--- src/assert_macros.svh ---
// assertion macros shared by the rtl of the interrupt line controller
// no dependencies; included by files that carry concurrent assertions
`ifndef ASSERT_MACROS_SVH
`define ASSERT_MACROS_SVH

// antecedent implies consequent in the same cycle
`define ASSERT_SAME(label, clk, rst_n, ante, cons, msg) \
	label: assert property (@(posedge clk) disable iff (!rst_n) (ante) |-> (cons)) \
		else $error(msg);

// antecedent implies consequent in the following cycle
`define ASSERT_NEXT(label, clk, rst_n, ante, cons, msg) \
	label: assert property (@(posedge clk) disable iff (!rst_n) (ante) |=> (cons)) \
		else $error(msg);

`endif

--- src/exld_pkg.sv ---
// shared types, codes and helpers of the interrupt line controller
// no dependencies; imported by every module of the block
package exld_pkg;

	localparam int PORT_MAX   = 4;
	localparam int LINE_COUNT = 16;
	localparam int LINE_W     = 4;
	localparam int S_TDATA_W  = 56;
	localparam int M_TDATA_W  = 48;

	localparam logic [2:0] ACT_ATTACH  = 3'd0;
	localparam logic [2:0] ACT_DETACH  = 3'd1;
	localparam logic [2:0] ACT_COUNT   = 3'd2;
	localparam logic [2:0] ACT_OWNS    = 3'd3;
	localparam logic [2:0] ACT_EDGE    = 3'd4;
	localparam logic [2:0] ACT_RELEASE = 3'd5;

	localparam logic [2:0] ST_OK      = 3'd0;
	localparam logic [2:0] ST_BAD_PIN = 3'd1;
	localparam logic [2:0] ST_BAD_ARG = 3'd2;
	localparam logic [2:0] ST_BUSY    = 3'd3;
	localparam logic [2:0] ST_HANDLER = 3'd4;

	localparam logic [2:0]  CFG_DEBOUNCE   = 3'd4;
	localparam logic [15:0] DEBOUNCE_RESET = 16'd20;

	localparam logic [3:0] GROUP_MID_LINE  = 4'd5;
	localparam logic [3:0] GROUP_HIGH_LINE = 4'd10;
	localparam logic [2:0] GROUP_MID       = 3'd5;
	localparam logic [2:0] GROUP_HIGH      = 3'd6;

	typedef logic [PORT_MAX-1:0][15:0] mask_arr_t;

	typedef struct packed {
		logic load;
		logic exec;
	} ctrl_cmd_t;

	function automatic logic [2:0] group_of(input logic [LINE_W-1:0] line);
		logic [2:0] grp;
		if (line < GROUP_MID_LINE) begin
			grp = line[2:0];
		end else if (line < GROUP_HIGH_LINE) begin
			grp = GROUP_MID;
		end else begin
			grp = GROUP_HIGH;
		end
		return grp;
	endfunction

endpackage

--- src/exld_cfg.sv ---
// configuration registers: reserved pin masks per port and debounce window
// depends on exld_pkg
module exld_cfg #(
	parameter int PORT_COUNT = 4
) (
	input  logic              clk,
	input  logic              arst_n,
	input  logic              cfg_valid,
	output logic              cfg_ready,
	input  logic [2:0]        cfg_index,
	input  logic [15:0]       cfg_data,
	output exld_pkg::mask_arr_t masks,
	output logic [15:0]       window
);
	import exld_pkg::*;

	logic [15:0] window_q;

	assign cfg_ready = 1'b1;
	assign window    = window_q;

	for (genvar p = 0; p < PORT_MAX; p++) begin : g_mask
		if (p < PORT_COUNT) begin : g_used
			logic [15:0] mask_q;
			always_ff @(posedge clk or negedge arst_n) begin
				if (!arst_n) begin
					mask_q <= '0;
				end else if (cfg_valid && cfg_index == 3'(p)) begin
					mask_q <= cfg_data;
				end
			end
			assign masks[p] = mask_q;
		end else begin : g_unused
			assign masks[p] = '0;
		end
	end

	always_ff @(posedge clk or negedge arst_n) begin
		if (!arst_n) begin
			window_q <= DEBOUNCE_RESET;
		end else if (cfg_valid && cfg_index == CFG_DEBOUNCE) begin
			window_q <= cfg_data;
		end
	end

endmodule

--- src/exld_ctrl.sv ---
// controller: accepts one word, executes it, holds the result handshake
// depends on exld_pkg
module exld_ctrl (
	input  logic                clk,
	input  logic                arst_n,
	input  logic                s_tvalid,
	output logic                s_tready,
	output logic                m_tvalid,
	input  logic                m_tready,
	output exld_pkg::ctrl_cmd_t cmd
);
	import exld_pkg::*;

	localparam logic ST_IDLE = 1'b0;
	localparam logic ST_EXEC = 1'b1;

	logic state_q;
	logic state_d;
	logic m_valid_q;
	logic out_free;

	assign s_tready = (state_q == ST_IDLE);
	assign m_tvalid = m_valid_q;
	assign out_free = !m_valid_q || m_tready;

	always_comb begin
		state_d  = state_q;
		cmd.load = 1'b0;
		cmd.exec = 1'b0;
		unique case (state_q)
			ST_IDLE: begin
				if (s_tvalid) begin
					cmd.load = 1'b1;
					state_d  = ST_EXEC;
				end
			end
			ST_EXEC: begin
				if (out_free) begin
					cmd.exec = 1'b1;
					state_d  = ST_IDLE;
				end
			end
			default: begin
				state_d = ST_IDLE;
			end
		endcase
	end

	always_ff @(posedge clk or negedge arst_n) begin
		if (!arst_n) begin
			state_q   <= ST_IDLE;
			m_valid_q <= 1'b0;
		end else begin
			state_q <= state_d;
			if (cmd.exec) begin
				m_valid_q <= 1'b1;
			end else if (m_tready) begin
				m_valid_q <= 1'b0;
			end
		end
	end

endmodule

--- src/exld_dpath.sv ---
// datapath: input word register, per-line state, one read-modify-write per word
// depends on exld_pkg; driven by exld_ctrl commands
module exld_dpath #(
	parameter int PORT_COUNT = 4
) (
	input  logic                          clk,
	input  logic                          arst_n,
	input  exld_pkg::ctrl_cmd_t           cmd,
	input  logic [2:0]                    s_tuser,
	input  logic [exld_pkg::S_TDATA_W-1:0] s_tdata,
	input  exld_pkg::mask_arr_t           masks,
	input  logic [15:0]                   window,
	output logic [2:0]                    m_tuser,
	output logic [exld_pkg::M_TDATA_W-1:0] m_tdata
);
	import exld_pkg::*;

	// input word
	logic [2:0]        act_q;
	logic [7:0]        pin_q;
	logic [7:0]        emode_q;
	logic              hcb_q;
	logic              inh_q;
	logic [LINE_W-1:0] eline_q;
	logic              dir_q;
	logic [31:0]       now_q;
	logic              active_q;

	// line state
	logic [LINE_COUNT-1:0][2:0]  mode_q;
	logic [LINE_COUNT-1:0][1:0]  owner_q;
	logic [LINE_COUNT-1:0][31:0] cnt_q;
	logic [LINE_COUNT-1:0][31:0] last_q;
	logic [LINE_COUNT-1:0]       cb_q;
	logic [LINE_COUNT-1:0]       arm_r_q;
	logic [LINE_COUNT-1:0]       arm_f_q;

	// result word
	logic [2:0]  status_q;
	logic [31:0] count_q;
	logic        owns_q;
	logic        fire_q;
	logic [7:0]  fpin_q;
	logic [2:0]  grp_q;

	logic [LINE_W-1:0] pline;
	logic [3:0]        port;
	logic [LINE_W-1:0] ln;
	logic [2:0]        cur_mode;
	logic [1:0]        cur_own;
	logic [31:0]       cur_cnt;
	logic [31:0]       cur_last;
	logic              cur_cb;
	logic [31:0]       cnt_inc;
	logic [31:0]       since;
	logic              pin_ok;
	logic              owns;
	logic              armed;

	logic        wr_attach, wr_free, wr_disarm, wr_count, rel_all;
	logic [2:0]  status_d;
	logic [31:0] count_d;
	logic        owns_d;
	logic        fire_d;
	logic [7:0]  fpin_d;
	logic [2:0]  grp_d;

	always_ff @(posedge clk) begin
		if (cmd.load) begin
			act_q    <= s_tuser;
			pin_q    <= s_tdata[7:0];
			emode_q  <= s_tdata[15:8];
			hcb_q    <= s_tdata[16];
			inh_q    <= s_tdata[17];
			eline_q  <= s_tdata[21:18];
			dir_q    <= s_tdata[22];
			now_q    <= s_tdata[54:23];
			active_q <= s_tdata[55];
		end
	end

	assign pline    = pin_q[3:0];
	assign port     = pin_q[7:4];
	assign ln       = (act_q == ACT_EDGE) ? eline_q : pline;
	assign cur_mode = mode_q[ln];
	assign cur_own  = owner_q[ln];
	assign cur_cnt  = cnt_q[ln];
	assign cur_last = last_q[ln];
	assign cur_cb   = cb_q[ln];
	assign cnt_inc  = cur_cnt + 32'd1;
	assign since    = now_q - cur_last;
	assign pin_ok   = (port < 4'(PORT_COUNT)) && !masks[port[1:0]][pline];
	assign owns     = pin_ok && (cur_mode != 3'd0) && (cur_own == pin_q[5:4]);
	assign armed    = dir_q ? arm_f_q[ln] : arm_r_q[ln];

	always_comb begin
		wr_attach = 1'b0;
		wr_free   = 1'b0;
		wr_disarm = 1'b0;
		wr_count  = 1'b0;
		rel_all   = 1'b0;
		status_d  = ST_OK;
		count_d   = '0;
		owns_d    = 1'b0;
		fire_d    = 1'b0;
		fpin_d    = '0;
		grp_d     = group_of(ln);
		unique case (act_q)
			ACT_ATTACH: begin
				if (emode_q[1:0] == 2'd0 || emode_q[7:3] != 5'd0) begin
					status_d = ST_BAD_ARG;
				end else if (inh_q) begin
					status_d = ST_HANDLER;
				end else if (!pin_ok) begin
					status_d = ST_BAD_PIN;
				end else if (cur_mode != 3'd0 && cur_own != pin_q[5:4]) begin
					status_d = ST_BUSY;
				end else begin
					wr_attach = 1'b1;
				end
			end
			ACT_DETACH: begin
				if (inh_q) begin
					status_d = ST_HANDLER;
				end else if (!owns) begin
					status_d = ST_BAD_ARG;
				end else begin
					wr_free = 1'b1;
				end
			end
			ACT_COUNT: begin
				if (owns) begin
					count_d = cur_cnt;
				end
			end
			ACT_OWNS: begin
				owns_d = owns;
			end
			ACT_EDGE: begin
				count_d = cur_cnt;
				if (armed) begin
					if (cur_mode == 3'd0 || !active_q) begin
						wr_disarm = 1'b1;
					end else if (!(cur_mode[2] && cur_cnt != 32'd0 &&
							since < {16'd0, window})) begin
						wr_count = 1'b1;
						count_d  = cnt_inc;
						fpin_d   = {2'b00, cur_own, ln};
						fire_d   = cur_cb;
					end
				end
			end
			ACT_RELEASE: begin
				rel_all = 1'b1;
				grp_d   = 3'd0;
			end
			default: begin
				status_d = ST_BAD_ARG;
				grp_d    = 3'd0;
			end
		endcase
	end

	always_ff @(posedge clk or negedge arst_n) begin
		if (!arst_n) begin
			mode_q  <= '0;
			owner_q <= '0;
			cnt_q   <= '0;
			last_q  <= '0;
			cb_q    <= '0;
			arm_r_q <= '0;
			arm_f_q <= '0;
		end else if (cmd.exec) begin
			if (wr_attach) begin
				cb_q[ln]    <= hcb_q;
				cnt_q[ln]   <= '0;
				last_q[ln]  <= '0;
				owner_q[ln] <= pin_q[5:4];
				mode_q[ln]  <= emode_q[2:0];
				arm_r_q[ln] <= emode_q[0];
				arm_f_q[ln] <= emode_q[1];
			end
			if (wr_free) begin
				mode_q[ln]  <= '0;
				cb_q[ln]    <= 1'b0;
				cnt_q[ln]   <= '0;
				arm_r_q[ln] <= 1'b0;
				arm_f_q[ln] <= 1'b0;
			end
			if (wr_disarm) begin
				arm_r_q[ln] <= 1'b0;
				arm_f_q[ln] <= 1'b0;
			end
			if (wr_count) begin
				last_q[ln] <= now_q;
				cnt_q[ln]  <= cnt_inc;
			end
			if (rel_all) begin
				for (int i = 0; i < LINE_COUNT; i++) begin
					if (mode_q[i] != 3'd0) begin
						mode_q[i]  <= '0;
						cb_q[i]    <= 1'b0;
						cnt_q[i]   <= '0;
						arm_r_q[i] <= 1'b0;
						arm_f_q[i] <= 1'b0;
					end
				end
			end
		end
	end

	always_ff @(posedge clk) begin
		if (cmd.exec) begin
			status_q <= status_d;
			count_q  <= count_d;
			owns_q   <= owns_d;
			fire_q   <= fire_d;
			fpin_q   <= fpin_d;
			grp_q    <= grp_d;
		end
	end

	assign m_tuser = status_q;
	assign m_tdata = {3'b000, grp_q, fpin_q, fire_q, owns_q, count_q};

endmodule

--- src/exti_line_owner_debounce_top.sv ---
// channel   | handshake          | payload
// s (word)  | s_tvalid, s_tready | s_tuser action, s_tdata request fields
// m (word)  | m_tvalid, m_tready | m_tuser status, m_tdata result fields
// cfg       | cfg_valid, cfg_ready | cfg_index register, cfg_data value
// a word is first registered, then its line gets one read-modify-write (every line on a release)
// the line state sits in flip-flops; the next word is accepted only after the last one has executed
// a waiting result does not block acceptance of the next word, only its execution
// arst_n clears line ownership, arming, counts and masks; window resets to 20 ms
// cfg_ready is always high
// top level of the interrupt line controller; depends on exld_pkg, exld_cfg,
// exld_ctrl, exld_dpath and assert_macros.svh
module exti_line_owner_debounce_top #(
	parameter int PORT_COUNT = 4
) (
	input  logic        clk,
	input  logic        arst_n,
	input  logic        s_tvalid,
	output logic        s_tready,
	// action[2:0]
	input  logic [2:0]  s_tuser,
	// pin_id[7:0], edge_mode[15:8], has_callback[16], in_handler[17],
	// line_index[21:18], edge_direction[22], now_ms[54:23], app_active[55]
	input  logic [exld_pkg::S_TDATA_W-1:0] s_tdata,
	output logic        m_tvalid,
	input  logic        m_tready,
	// status[2:0]
	output logic [2:0]  m_tuser,
	// count_value[31:0], owns_line[32], fire_handler[33], fire_pin[41:34],
	// irq_group[44:42], zero fill[47:45]
	output logic [exld_pkg::M_TDATA_W-1:0] m_tdata,
	input  logic        cfg_valid,
	output logic        cfg_ready,
	input  logic [2:0]  cfg_index,
	input  logic [15:0] cfg_data
);
	import exld_pkg::*;

	ctrl_cmd_t   cmd;
	mask_arr_t   masks;
	logic [15:0] window;

	exld_cfg #(
		.PORT_COUNT(PORT_COUNT)
	) u_cfg (
		.clk      (clk),
		.arst_n   (arst_n),
		.cfg_valid(cfg_valid),
		.cfg_ready(cfg_ready),
		.cfg_index(cfg_index),
		.cfg_data (cfg_data),
		.masks    (masks),
		.window   (window)
	);

	exld_ctrl u_ctrl (
		.clk     (clk),
		.arst_n  (arst_n),
		.s_tvalid(s_tvalid),
		.s_tready(s_tready),
		.m_tvalid(m_tvalid),
		.m_tready(m_tready),
		.cmd     (cmd)
	);

	exld_dpath #(
		.PORT_COUNT(PORT_COUNT)
	) u_dpath (
		.clk    (clk),
		.arst_n (arst_n),
		.cmd    (cmd),
		.s_tuser(s_tuser),
		.s_tdata(s_tdata),
		.masks  (masks),
		.window (window),
		.m_tuser(m_tuser),
		.m_tdata(m_tdata)
	);

`include "assert_macros.svh"

	`ASSERT_NEXT(a_exec_gives_result, clk, arst_n, cmd.exec, m_tvalid, "exec without result")
	`ASSERT_NEXT(a_one_word_at_a_time, clk, arst_n, s_tvalid && s_tready, !s_tready,
		"second word accepted during execution")
	`ASSERT_SAME(a_no_overwrite, clk, arst_n, m_tvalid && !m_tready, !cmd.exec,
		"waiting result overwritten")
	`ASSERT_SAME(a_load_only_idle, clk, arst_n, cmd.load, s_tready && !cmd.exec,
		"word loaded outside idle")

endmodule
--- config.mk ---
export PLATFORM = sky130hd
export DESIGN_NAME = exti_line_owner_debounce_top
export DESIGN_NICKNAME = d
export VERILOG_FILES = /design/src/exld_pkg.sv /design/src/exld_cfg.sv /design/src/exld_ctrl.sv /design/src/exld_dpath.sv /design/src/exti_line_owner_debounce_top.sv
export VERILOG_INCLUDE_DIRS = /design/src /design/src/src
export SDC_FILE = /design/constraint.sdc
export NUM_CORES = 2
export LEC_CHECK = 0
export BUFFER_PORTS_ARGS = -buffer_cell sky130_fd_sc_hd__buf_4
export CORE_UTILIZATION = 30
export DETAILED_ROUTE_END_ITERATION = 6
export PLACE_DENSITY_LB_ADDON = 0.25
export SLEW_MARGIN = 30
export SYNTH_ARGS = -nofsm -noshare
export SYNTH_HDL_FRONTEND = slang
export SYNTH_SLANG_ARGS = --single-unit
--- constraint.sdc ---
create_clock -name clk -period 9.93 [get_ports clk]
set_input_delay 2.979 -clock clk [delete_from_list [all_inputs] [get_ports clk]]
set_output_delay 2.979 -clock clk [all_outputs]
set_load 0.01 [all_outputs]
After elaboration in Yosys (flattened, before gate mapping)
Cells that the tools add are included.
{ "totals": {"regBits": 1341, "elab_cells": 355} }
{ "classes": {"n_addsub": 2, "order_cmp": 8, "eq_ne": 11, "muxes": 182, "bitwise_logic": 15, "n_reduce_logical": 47} }
{ "ops": {"columns": ["cell", "n"], "rows": [
  ["512-bit two-way mux", 9],
  ["512-bit AND", 3],
  ["512-bit bitwise mux", 2],
  ["32-bit two-way mux", 23],
  ["512-bit inverter", 1],
  ["16-bit two-way mux", 17],
  ["32-bit binary-select mux with 4-bit select", 2],
  ["48-bit two-way mux", 4],
  ["32-bit demux with 4-bit select", 1],
  ["16-bit AND", 5],
  ["1-bit two-way mux", 77],
  ["3-bit two-way mux", 23],
  ["32-bit case mux with 2 select lines", 1],
  ["3-bit nonzero test", 17],
  ["48-bit AND", 1],
  ["16-bit bitwise mux", 3],
  ["48-bit bitwise mux", 1],
  ["48-bit inverter", 1],
  ["32-bit by 1-bit adder with 32-bit output, second input constant", 1],
  ["16-bit binary-select mux with 2-bit select", 1],
  ["32-bit bitwise mux", 1],
  ["32-bit by 16-bit less-than comparator with 1-bit output", 1],
  ["32-bit nonzero test", 1],
  ["32-bit subtractor", 1],
  ["33 further kinds", 68]
]} }

Longest topological paths before layout
{ "depth": {"ltp_word": 20, "mapped_depth": 43, "depth_no_buf": 30} }

Modules after synthesis
From an unflattened synthesis, not the netlist that was laid out.
{ "unflattened": {"hier_cells": 6112, "hier_area_um2": 65600.4} }
{ "modules_own_cells": {"columns": ["mod", "instances", "cells_each", "area_each_um2", "seq_area_each_um2"], "rows": [
  ["exld_dpath", 1, 5929, 62442.4, 31980.7],
  ["exld_cfg", 1, 175, 3064.2, 2004.4],
  ["exld_ctrl", 1, 8, 93.8, 50.0]
]} }

Worst setup path after synthesis
OpenSTA, ideal clock, no wires.
{ "synth_path": {"path_type": "register to register", "start": "reg u_dpath.act_q[0]", "end": "reg u_dpath.count_q[15] (data pin)", "setup_ns": 0.259, "arrival_ns": 8.187, "setup_slack_ns": 1.484, "stages_incl_launch_ff": 42, "n_path_buf": 13, "synth_period_minus_slack_ns": 8.446, "path_cell_list": "edfxtp_1 buf_2 and4bb_2 a21o_1 buf_4 buf_2 buf_4 buf_2 buf_1 clkbuf_1 clkbuf_1 buf_1 nand2_1 a311oi_1 a311oi_1 a31oi_1 ha_1 inv_1 [6 not listed] a21o_1 a21oi_1 xnor2_1 ha_1 a21oi_1 nor2b_1 o21ai_0 o2111ai_1 nor3b_1 and4_1 o2111ai_1 o21ai_4 buf_6 nor2_8 buf_6 buf_8 buf_8 a211o_1"} }
{ "synth_via": {"elab_chain_cells": 11, "word_cells_on_any_way": 33, "classes_between": "2 x add/sub; 1 x order compare; 3 x eq/ne; 19 x mux; 8 x reduce/logical"} }
{ "synth_rtl": {"columns": ["element", "line", "source"], "rows": [
  ["start, declared", "exld_dpath.sv:19", "logic [2:0] act_q;"],
  ["start signal, assigned", "exld_dpath.sv:70", "act_q <= s_tuser;"],
  ["3-bit equality test", "exld_dpath.sv:84, exld_dpath.sv:108", null],
  ["4-bit two-way mux", "exld_dpath.sv:84", "assign ln = (act_q == ACT_EDGE) ? eline_q : pline;"],
  ["32-bit binary-select mux with 4-bit select, on equally long branches", "exld_dpath.sv:88, exld_dpath.sv:87", null],
  ["32-bit two-way mux, on equally long branches", "exld_dpath.sv:88, exld_dpath.sv:87", null],
  ["32-bit subtractor or 32-bit nonzero test (tied branches)", "exld_dpath.sv:91, exld_dpath.sv:144", null],
  ["32-bit by 16-bit less-than comparator with 1-bit output or 1-bit logical AND (tied branches)", "exld_dpath.sv:145, exld_dpath.sv:144", null],
  ["1-bit logical AND", "exld_dpath.sv:144", "end else if (!(cur_mode[2] && cur_cnt != 32'd0 &&"],
  ["32-bit two-way mux", "exld_dpath.sv:144", null],
  ["32-bit two-way mux", "exld_dpath.sv:142", "if (cur_mode == 3'd0 || !active_q) begin"],
  ["32-bit two-way mux", "exld_dpath.sv:141", "if (armed) begin"],
  ["32-bit case mux with 2 select lines *", "exld_dpath.sv:108", "unique case (act_q)"],
  ["end signal, assigned", "exld_dpath.sv:215", "count_q <= count_d;"],
  ["end, declared", "exld_dpath.sv:40", "logic [31:0] count_q;"]
]} }
Every way passes the cells marked *; elsewhere a longest branch is shown, timed or not. The select of a mux whose other input is x is not followed.
A chain may end at the register's enable or synchronous reset.

Worst setup path after layout
{ "layout_path": {"start": "reg u_dpath.act_q[0]", "end": "reg u_dpath.last_q[133] in the netlist's numbering"} }
{ "layout_via": {"elab_chain_cells": 15, "word_cells_on_any_way": 46, "classes_between": "1 x add/sub; 3 x order compare; 2 x eq/ne; 29 x mux; 2 x bitwise; 9 x reduce/logical"} }
{ "layout_rtl": {"columns": ["element", "line", "source"], "rows": [
  ["parallel branches: the longest is 14 deep, another holds 32-bit subtractor", null, null],
  ["512-bit two-way mux *", "exld_dpath.sv:194", "if (wr_count) begin"],
  ["end signal, assigned by index", "exld_dpath.sv:195", "last_q[ln] <= now_q;"],
  ["end, declared", "exld_dpath.sv:33", "logic [LINE_COUNT-1:0][31:0] last_q;"]
]} }
Every way passes the cells marked *. The select of a mux whose other input is x is not followed.

==> results.yml <==
power:
  p_leak_nw: 32.6
  p_total_mw: 17.0
  max-vdd-ir-drop_uv: 210
  power.density_mw_per_mm2: 225
setup_path:
  cp-start-kind: "flip-flop"
  cp.arrival_ps: 10100
  critPathRequiredTime_ps: 10670
  cp_max_fo: 32
  r2r_setup_slack_ps: 570
  path_common_cell: "a21o_1"
  slowest_delay_ps: 850
  crit_slowest_cell: "and4bb_2"
  crit_type: "flip-flop to flip-flop"
  cp-end-kind: "flip-flop"
synthesis:
  synth-edff-count: 105
  synthFlopType: "dfrtp_1"
  yosys_warnings: 0
  async_reset_ff_frac: 0.922
  synth_largest_area_cell: "dfrtp_1"
  yosys.area.top_type_share: 0.465
  syn_area_per_cell_um2: 11.1
  synth_cells: 5994
  synth_area_mm2: 0.0663
  yosys-top-cells-count: "1232 x dfrtp_1, 907 x a22o_1, 831 x nand2_1"
  ys_seq_elements: 1339
  synth_area_leaders: "dfrtp_1 46%, a22o_1 12%, edfxtp_1 4.8%"
  yosysSeqAreaShare: 0.513
  ys_types: 100
  synth.most_common_cell: "dfrtp_1"
sta:
  setup_tns_ps: 0
  hold_ws_ps: 488
  skew_ps: 42.1
  worst_pin_slew_ps: 1050
  setup_viol_count_final: 0
  grt_setup_unrepaired: "false"
  slew_violations: 0
  final.setup.worst_slack_ps: 567
  min_period_over_period: 0.943
  slew_headroom: 0.296
  hold_viol: 0
  max_freq_mhz: 107
  final.min_clock_period_ps: 9360
routing:
  num_vias: 53600
  wl_met1_mm: 114
  met3_length_mm: 22.9
  drt-total-wl_mm: 266
  post_drt_wl_per_cell_um: 29.6
  routed.top_layer: "met5"
  via_per_inst: 5.98
  met2_wirelength_mm: 116
  ant_nets: 0
  first_pass_iters: 6
  drcViolationCount: 0
  drt_iter0_markers: 6116
clocking:
  cts_buffers: 153
  cts-root-buf: "clkbuf_16"
  clockBufferDepth: 3
  cts_resized: 0
  cts_max_level: 4
  cts_tree: "built"
  cts-hold-fix-buffers: 0
  clock_sinks: 1339
  cts_setup_buffers: 0
  clk_pin_slew_ps: 60
  clk_latency_ps: 830
finish:
  nets: 6020
  final_util: 0.344
  fin_cells: 8972
  drive_above_1_share: 0.167
  area_delta_synth_final_pct: 14.0
  final_area_mm2: 0.0756
grt:
  grt_max_degree: 155
  grt_use_total: 0.234
  grt.overflow.total: 0
  grt_pass1_wl_mm: 387
  grt_pass1_vias: 52900
  antenna_found_initial: 9
die:
  initial_core_util: 0.302
  fp-row-count: 172
  die_area_mm2: 0.223
  core_area_mm2: 0.220
  io_pins: 137
  die_w_um: 472
  die_h_um: 472
flow_run:
  drv_cap: 0
place:
  place.detailed.hpwl_mm: 158
  io_buffers: 130
  gp_congestion: 0.891
  dp.cells: 8689
  place_area_mm2: 0.0704
  place_ws_ps: 757
status:
  outcome: "finished clean"
min_path:
  hold_path_class: "flip-flop to flip-flop"
==> critical path, delay by kind of cell, from the launching register on <==
kind	cells	cell delay (ps)
compound gates	15	4260
flops	1	610
buf+inv	2	660
fa+ha+maj	3	960
xor+xnor	1	90
simple gates	8	2570
==> where the power goes <==
| part | switching [mW] | internal (mW) | total (mW) |
|---|---|---|---|
| clock network | 2.47 | 3.35 | 5.82 |
| registers | 0.243 | 5.83 | 6.07 |
| logic | 3.65 | 1.43 | 5.09 |
==> per-layer routing <==
metal / vias to the layer above / global-route usage
met4: 8 / 0.102
li1: 22300 / -
met3: 566 / 0.0506
met1: 28000 / 0.324
met2: 2776 / 0.350
met5: - / 0
==> final timing paths <==
check | cells past startpoint | to | start
hold reg to reg | 1 | u_dpath.cnt_q[162] | u_dpath.cnt_q[162]
setup reg to reg | 29 | u_dpath.last_q[133] | u_dpath.act_q[0]
min in group asynchronous | 1 | u_dpath.cnt_q[471] | arst_n
max in group asynchronous | 3 | u_dpath.last_q[163] | arst_n
setup / recovery | 29 | u_dpath.last_q[133] | u_dpath.act_q[0]
hold / removal | 1 | u_dpath.cnt_q[162] | u_dpath.cnt_q[162]
==> kinds of logic (layout without fill, tap and decap cells) <==
kind of cell | count (synthesis) | count (layout) | synth area share
muxes | 444 | 444 | 0.0924
xor gates and xnor gates | 64 | 64 | 0.00845
AOI/OAI and AO/OA | 1775 | 1775 | 0.214
and+or+nand+nor | 1601 | 1601 | 0.113
adders and majority gates | 49 | 49 | 0.00935
buffers and inverters | 720 | 734 | 0.0494
DFF | 1339 | 1339 | 0.513
other | 2 | 8 | 0.000113
==> registers in the layout, summed over array words and instances, names as in the netlist, 32 cells and up <==
signal                      count
u_cfg.g_mask.g_used.mask_q     64
u_dpath.count_q                32
u_dpath.now_q                  32
u_dpath.owner_q                32
u_dpath.last_q                512
u_dpath.cnt_q                 512
u_dpath.mode_q                 48
==> final cells by class <==
cell class	instances	area [um^2]
multi-input combinational	3939	29500
tap	2958	3700
clock buffer	218	4480
inverter	96	362
antenna	2	5.00
fill	21800	144000
sequential	1339	34000
clock inverter	61	586
timing repair buffer	359	2970
==> layout by cell type, fill, tap and decap left out, types with 22 or more instances in the layout <==
cell type | synthesis | layout
a21oi_1 | 116 | 112
nor3_1 | 56 | 54
a31o_2 | 33 | 33
inv_1 | 96 | 95
o21ai_0 | 144 | 143
nand2_1 | 831 | 828
xnor2_1 | 41 | 38
clkbuf_16 | 0 | 158
clkinv_2 | 0 | 27
ha_1 | 48 | 48
dfrtp_1 | 1232 | 1232
and3_1 | 59 | 58
o211ai_1 | 22 | 22
nor2_1 | 121 | 119
edfxtp_1 | 105 | 105
a22o_1 | 907 | 906
a31oi_1 | 36 | 35
mux4_2 | 121 | 121
buf_4 | 44 | 335
clkbuf_1 | 334 | 30
nand3_1 | 335 | 334
nand4_1 | 28 | 28
mux2i_1 | 191 | 189
o2bb2ai_1 | 146 | 146
a311oi_1 | 76 | 76
mux2_2 | 131 | 131
o22ai_1 | 50 | 50
clkbuf_8 | 0 | 30
a211oi_1 | 112 | 112
Power figures use the tool's default switching activity.
